===== src/rtl/core/dshot4_pkg.sv =====
// shared types and constants of the four-line dshot transmitter
package dshot4_pkg;

	localparam int LINES      = 4;
	localparam int FRAME_LEN  = 16;
	localparam int THR_W      = 16;
	localparam int VAL_W      = 11;
	localparam int TICK_W     = 8;
	localparam int POS_W      = 4;
	localparam int CFG_IDX_W  = 2;

	localparam logic [VAL_W-1:0] THROTTLE_MAX = 11'd2047;
	localparam logic [VAL_W-1:0] THROTTLE_MIN = 11'd48;
	localparam logic [POS_W-1:0] LAST_POS     = 4'd15;

	localparam logic [CFG_IDX_W-1:0] CFG_BIT_PERIOD = 2'd0;
	localparam logic [CFG_IDX_W-1:0] CFG_ONE_HIGH   = 2'd1;
	localparam logic [CFG_IDX_W-1:0] CFG_ZERO_HIGH  = 2'd2;

	localparam logic [TICK_W-1:0] RST_BIT_PERIOD = 8'd107;
	localparam logic [TICK_W-1:0] RST_ONE_HIGH   = 8'd78;
	localparam logic [TICK_W-1:0] RST_ZERO_HIGH  = 8'd39;

	localparam logic MODE_TICK = 1'b0;
	localparam logic MODE_LOAD = 1'b1;

	typedef struct packed {
		logic             mode;
		logic [THR_W-1:0] throttle_0;
		logic [THR_W-1:0] throttle_1;
		logic [THR_W-1:0] throttle_2;
		logic [THR_W-1:0] throttle_3;
		logic [LINES-1:0] telemetry_mask;
	} in_t;

	typedef struct packed {
		logic [LINES-1:0] line_levels;
		logic             busy_res;
		logic             load_rejected;
		logic             frame_done;
	} out_t;

	typedef struct packed {
		logic [TICK_W-1:0] bit_period;
		logic [TICK_W-1:0] one_high;
		logic [TICK_W-1:0] zero_high;
	} cfg_t;

	typedef logic [LINES-1:0][FRAME_LEN-1:0] frames_t;

endpackage


===== src/rtl/core/dshot_four_channel_transmitter_top.sv =====
// top level of the four-line dshot transmitter
// an accepted beat is registered in stage 1, then its result in the result register
// throughput: one beat per clock unless out_stall holds; both registers advance on go
// input stalls only while stage 1 holds a beat and the result register waits on out_stall
// asynchronous active-low reset clears the frame state, the valid bits and
// restores the timing registers to 107, 78 and 39 ticks
module dshot_four_channel_transmitter_top (
	input  logic                               clk,
	input  logic                               arst_n,
	input  logic                               in_valid,
	output logic                               in_stall,
	input  dshot4_pkg::in_t                    in_data,
	output logic                               out_valid,
	input  logic                               out_stall,
	output dshot4_pkg::out_t                   out_data,
	input  logic                               cfg_we,
	input  logic [dshot4_pkg::CFG_IDX_W-1:0]   cfg_index,
	input  logic [dshot4_pkg::TICK_W-1:0]      cfg_data
);

	dshot4_pkg::cfg_t    cfg_q;
	dshot4_pkg::in_t     item_s1;
	logic                valid_s1;
	logic                go;
	dshot4_pkg::frames_t frames;
	dshot4_pkg::out_t    result;
	dshot4_pkg::out_t    out_q;
	logic                out_valid_q;

	assign go       = valid_s1 && (!out_valid_q || !out_stall);
	assign in_stall = valid_s1 && !go;

	always_ff @(posedge clk or negedge arst_n) begin
		if (!arst_n) begin
			cfg_q.bit_period <= dshot4_pkg::RST_BIT_PERIOD;
			cfg_q.one_high   <= dshot4_pkg::RST_ONE_HIGH;
			cfg_q.zero_high  <= dshot4_pkg::RST_ZERO_HIGH;
		end else if (cfg_we) begin
			unique case (cfg_index)
				dshot4_pkg::CFG_BIT_PERIOD: cfg_q.bit_period <= cfg_data;
				dshot4_pkg::CFG_ONE_HIGH:   cfg_q.one_high   <= cfg_data;
				dshot4_pkg::CFG_ZERO_HIGH:  cfg_q.zero_high  <= cfg_data;
				default: ;
			endcase
		end
	end

	always_ff @(posedge clk or negedge arst_n) begin
		if (!arst_n) begin
			valid_s1 <= 1'b0;
		end else if (!in_stall) begin
			valid_s1 <= in_valid;
		end
	end

	always_ff @(posedge clk) begin
		if (in_valid && !in_stall)
			item_s1 <= in_data;
	end

	dshot4_encoder u_encoder (
		.item   (item_s1),
		.frames (frames)
	);

	dshot4_engine u_engine (
		.clk    (clk),
		.arst_n (arst_n),
		.go     (go),
		.item   (item_s1),
		.frames (frames),
		.cfg    (cfg_q),
		.result (result)
	);

	always_ff @(posedge clk or negedge arst_n) begin
		if (!arst_n) begin
			out_valid_q <= 1'b0;
		end else if (go) begin
			out_valid_q <= 1'b1;
		end else if (!out_stall) begin
			out_valid_q <= 1'b0;
		end
	end

	always_ff @(posedge clk) begin
		if (go)
			out_q <= result;
	end

	assign out_valid = out_valid_q;
	assign out_data  = out_q;

endmodule


===== src/rtl/core/dshot4_encoder.sv =====
// builds the four 16-bit frames from one load beat
module dshot4_encoder (
	input  dshot4_pkg::in_t     item,
	output dshot4_pkg::frames_t frames
);

	function automatic logic [dshot4_pkg::FRAME_LEN-1:0] build_frame(
		input logic [dshot4_pkg::THR_W-1:0] thr,
		input logic                         tlm
	);
		logic [dshot4_pkg::VAL_W-1:0] v;
		logic [11:0]                  word;
		logic [3:0]                   chk;
		begin
			if (thr > {{(dshot4_pkg::THR_W-dshot4_pkg::VAL_W){1'b0}}, dshot4_pkg::THROTTLE_MAX})
				v = dshot4_pkg::THROTTLE_MAX;
			else
				v = thr[dshot4_pkg::VAL_W-1:0];
			if (v < dshot4_pkg::THROTTLE_MIN)
				v = '0;
			word = {v, tlm};
			chk  = word[3:0] ^ word[7:4] ^ word[11:8];
			build_frame = {word, chk};
		end
	endfunction

	assign frames[0] = build_frame(item.throttle_0, item.telemetry_mask[0]);
	assign frames[1] = build_frame(item.throttle_1, item.telemetry_mask[1]);
	assign frames[2] = build_frame(item.throttle_2, item.telemetry_mask[2]);
	assign frames[3] = build_frame(item.throttle_3, item.telemetry_mask[3]);

endmodule


===== src/rtl/core/dshot4_engine.sv =====
// frame state, bit timing and per-beat result logic
module dshot4_engine (
	input  logic                clk,
	input  logic                arst_n,
	input  logic                go,
	input  dshot4_pkg::in_t     item,
	input  dshot4_pkg::frames_t frames,
	input  dshot4_pkg::cfg_t    cfg,
	output dshot4_pkg::out_t    result
);

	dshot4_pkg::frames_t             frame_q, frame_d;
	logic [dshot4_pkg::POS_W-1:0]    pos_q, pos_d;
	logic [dshot4_pkg::TICK_W-1:0]   tick_q, tick_d;
	logic                            sending_q, sending_d;
	logic [dshot4_pkg::LINES-1:0]    levels;
	logic [dshot4_pkg::TICK_W:0]     tick_nxt;

	always_comb begin
		logic [dshot4_pkg::TICK_W-1:0] high;
		for (int i = 0; i < dshot4_pkg::LINES; i++) begin
			high = frame_q[i][dshot4_pkg::FRAME_LEN-1] ? cfg.one_high : cfg.zero_high;
			levels[i] = sending_q && (tick_q < high);
		end
	end

	assign tick_nxt = {1'b0, tick_q} + {{dshot4_pkg::TICK_W{1'b0}}, 1'b1};

	always_comb begin
		frame_d   = frame_q;
		pos_d     = pos_q;
		tick_d    = tick_q;
		sending_d = sending_q;
		result    = '0;
		if (item.mode == dshot4_pkg::MODE_LOAD) begin
			if (sending_q) begin
				result.line_levels   = levels;
				result.load_rejected = 1'b1;
			end else begin
				frame_d   = frames;
				pos_d     = '0;
				tick_d    = '0;
				sending_d = 1'b1;
			end
		end else if (sending_q) begin
			result.line_levels = levels;
			if (tick_nxt >= {1'b0, cfg.bit_period}) begin
				tick_d = '0;
				if (pos_q == dshot4_pkg::LAST_POS) begin
					pos_d             = '0;
					sending_d         = 1'b0;
					result.frame_done = 1'b1;
				end else begin
					pos_d = pos_q + 1'b1;
					for (int i = 0; i < dshot4_pkg::LINES; i++)
						frame_d[i] = {frame_q[i][dshot4_pkg::FRAME_LEN-2:0], 1'b0};
				end
			end else begin
				tick_d = tick_nxt[dshot4_pkg::TICK_W-1:0];
			end
		end
		result.busy_res = sending_d;
	end

	always_ff @(posedge clk or negedge arst_n) begin
		if (!arst_n) begin
			frame_q   <= '0;
			pos_q     <= '0;
			tick_q    <= '0;
			sending_q <= 1'b0;
		end else if (go) begin
			frame_q   <= frame_d;
			pos_q     <= pos_d;
			tick_q    <= tick_d;
			sending_q <= sending_d;
		end
	end

endmodule


===== config.mk =====
export PLATFORM = sky130hd
export DESIGN_NAME = dshot_four_channel_transmitter_top
export DESIGN_NICKNAME = d
export VERILOG_FILES = /design/src/rtl/core/dshot4_pkg.sv /design/src/rtl/core/dshot_four_channel_transmitter_top.sv /design/src/rtl/core/dshot4_encoder.sv /design/src/rtl/core/dshot4_engine.sv
export SDC_FILE = /design/constraint.sdc
export NUM_CORES = 1
export LEC_CHECK = 0
export BUFFER_PORTS_ARGS = -buffer_cell sky130_fd_sc_hd__buf_2
export CAP_MARGIN = 30
export CELL_PAD_IN_SITES_DETAIL_PLACEMENT = 1
export CELL_PAD_IN_SITES_GLOBAL_PLACEMENT = 2
export CORE_ASPECT_RATIO = 1.75
export CORE_MARGIN = 8
export CORE_UTILIZATION = 40
export CTS_BUF_LIST = sky130_fd_sc_hd__clkbuf_16
export DETAILED_ROUTE_END_ITERATION = 12
export GPL_TIMING_DRIVEN = 0
export HOLD_SLACK_MARGIN = 0.12
export PLACE_DENSITY = 0.82
export SLEW_MARGIN = 20
export SYNTH_ARGS = -nofsm -noshare
export SYNTH_HDL_FRONTEND = slang
export SYNTH_SLANG_ARGS = --single-unit

===== constraint.sdc =====
create_clock -name clk -period 3.6 [get_ports clk]
set_clock_uncertainty 0.1 [all_clocks]
set_input_delay 0.9 -clock clk [delete_from_list [all_inputs] [get_ports clk]]
set_output_delay 0.9 -clock clk [all_outputs]
set_load 0.02 [all_outputs]

==> qor.txt <==
HP Class - in2async
deepest clock path buffer count - 2
max-slew violations - 0
worst skew pair latency - 0.43 ns
setup TNS - 0 ns
clk slew on worst S/H paths - 0.07 ns
Final nets - 989
top_reg_cell synth - dfrtp_1
P_leak - 4.390 nW
Core ar. - 0.02207 sq mm
Synth area leaders - edfxtp_1, dfrtp_1, mux2_2, ha_1, mux2i_1
Syn Nets - 876
starting density of the core - 40.53%
Avg Synthesized Cell Area - 11.86 sq um
initial antenna violation count - 0
gr usage total - 17.21%
Slew headroom - 51.93%
worst setup margin - 0.2222 ns
Antenna Nets Post-Route - 0
Detailed Routing Iterations Pass 1 - 4
WL per Instance - 18.88 um
Critical Path Slowest Stage Cell - dfrtp_1
H-tree depth - 4
Crit Path Max Fanout - 10
count leader, synth - dfrtp_1
Synth Instances - 754
RSZ-0062 raised after global routing - yes
Synth area leader - edfxtp_1
top cells by count, synth - dfrtp_1, edfxtp_1, mux2_2, nor2_1, a21oi_1
min Tclk post-route - 3.378 ns
worst setup path class - reg2reg
slowest stage delay, CP - 0.38 ns
vias in the first global route - 7024
synth unique cells - 56
Antenna Cells - 0
Post-synth EDFFs - 76
max-cap viol count - 0
measured slew at the worst slew-check pin - 0.7211 ns
Synth top area share - 25.51%
CTS tree - yes
dpl ws - 0.03394 ns
grt total ovfl - 0
share of cells above drive strength 1 - 27.84%
pwr dens - 566.7 mW/mm^2
die width - 129.0 um
critical path endpoint category - register
largest net degree at the start of global routing - 73
Post-Syn Area - 0.008945 sq mm
Post-DP Area - 0.009839 sq mm
dpl hpwl - 17160 um
PortBufs - 92
CTS buffer count - 17
fraction of registers with async set or reset after synthesis - 57.54%
vias post-DR - 6186
Final Hold Vio Count - 0
IO Count - 93
DRT Wirelength - 22210 um
Reg2Reg Setup Slack - 0.22 ns
Crit path top cell by count - buf_2
initial drt markers - 232
Worst EP arrival - 3.60 ns
Die Area - 0.02759 sq mm
Cell Chain, Critical Path - clkbuf_2 > nand2_1 > nor2_1 > nand3_1 > xnor2_1 > ha_1 > and3_1 > a221oi_1 > o21a_1 > buf_2 > a21oi_4 > buf_2 > mux2_2
first-pass GRT wire length - 36380 um
# rows - 72
CP required - 3.82 ns
FMAX - 296.1 MHz
final instance area - 0.01040 sq mm
Root Driver - clkbuf_16
post-synthesis sequential area ratio - 54.51%
peak supply drop - 0.0003562 V
Sink Count - 179
Die Ht - 213.8 um
Remaining DRCs - 0
final hold slack - 0.2441 ns
Area growth syn-to-layout - 16.24%
Setup violations, final - 0
period utilisation layout - 93.83%
Worst Setup Start Kind - register
synth warn - 0
DR vias/cell - 5.260
Fillers - 2420
Placer Congestion - 0.7692
status - complete, no violations
#FFs+latches synth - 179
==> logic make-up (layout without fill, tap and decap cells) <==
| group | count (synthesis) | count (layout) | share of synthesized area, % |
|---|---|---|---|
| multiplexers | 120 | 120 | 14.79 |
| buffers and inverters | 68 | 194 | 3.343 |
| adder cells (fa/ha/maj) | 38 | 38 | 5.315 |
| AO/OA/AOI/OAI | 162 | 162 | 11.46 |
| flip-flops | 179 | 179 | 54.51 |
| XOR/XNOR | 26 | 26 | 2.546 |
| AND/OR/NAND/NOR | 161 | 161 | 8.043 |
==> worst max-delay path: cells and delay by family (launching register included) <==
family,cells,cell delay (ns)
AOI/OAI and AO/OA,3,0.54
xor gates and xnor gates,1,0.18
adders and majority gates,1,0.32
buffers and inverters,3,0.76
DFF,1,0.38
muxes,1,0.37
and+or+nand+nor,4,0.63
==> worst paths after layout <==
| kind | to | startpoint | cells past startpoint |
|---|---|---|---|
| max | u_engine.frame_q[62] | u_engine.tick_q[0] | 13 |
| min | u_engine.frame_q[6] | arst_n | 1 |
| max reg2reg | u_engine.frame_q[62] | u_engine.tick_q[0] | 13 |
| min reg2reg | out_valid | valid_s1 | 1 |
| max in group asynchronous | u_engine.frame_q[34] | arst_n | 2 |
| min in group clk | out_valid | valid_s1 | 1 |
==> flip-flops by register name, summed over array words and instances (netlist names) <==
signal / cells
u_engine.pos_q: 4
out_data: 7
u_engine.tick_q: 8
valid_s1: 1
item_s1: 69
u_engine.frame_q: 64
out_valid: 1
cfg_q: 24
u_engine.sending_q: 1
==> layer usage <==
metal / routed length [um] / global-route usage, % / vias to the layer above
met4: 400 / 5.580 / 0
met3: 527 / 2.938 / 26
met1: 7956 / 16.48 / 3098
li1: - / - / 2980
met2: 13320 / 35.32 / 82
met5: 0 / 0 / -
==> layout make-up <==
cell class	count	area (sq um)	area share [%]
Sequential cell	179	4881	46.94
Multi-Input combinational cell	507	3772	36.28
Timing Repair Buffer	94	521.8	5.018
Clock buffer	17	425.4	4.091
Tap cell	296	370.4	3.562
Buffer	35	181.4	1.745
Inverter	33	123.9	1.191
Clock inverter	15	121.4	1.167
==> power breakdown <==
group | total (mW) | internal, mW | leakage [nW] | switching (mW)
logic | 1.31 | 0.669 | 2.27 | 0.643
registers | 2.84 | 2.58 | 1.86 | 0.261
clock network | 1.74 | 0.903 | 0.267 | 0.836
==> placed cells by master, fill, tap and decap left out, types with 33 or more instances in the layout <==
master and n:
buf_2 103, dfrtp_1 86, edfxtp_1 76, mux2_2 71
nor2_1 67, a21oi_1 53, nand2_1 47, mux2i_1 41
ha_1 38, o21ai_0 35, inv_1 33
==> timing repair <==
item                       CTS  global route
hold buffers                 0             0
gates resized for setup      0             8
buffers inserted             0             0
setup endpoints to repair    0            65
==> metrics by stage <==
stage          utilization (%)  cells  total power, mW
2_1_floorplan                -    754            3.793
3_3_place_gp             44.29   1142            4.128
3_5_place_dp             44.58   1144            4.211
4_1_cts                  47.06   1176            5.976
5_1_grt                  47.11   1176            6.246
6_report                 47.11   1176            5.893
Note: power is estimated with default switching activity, not from simulation.
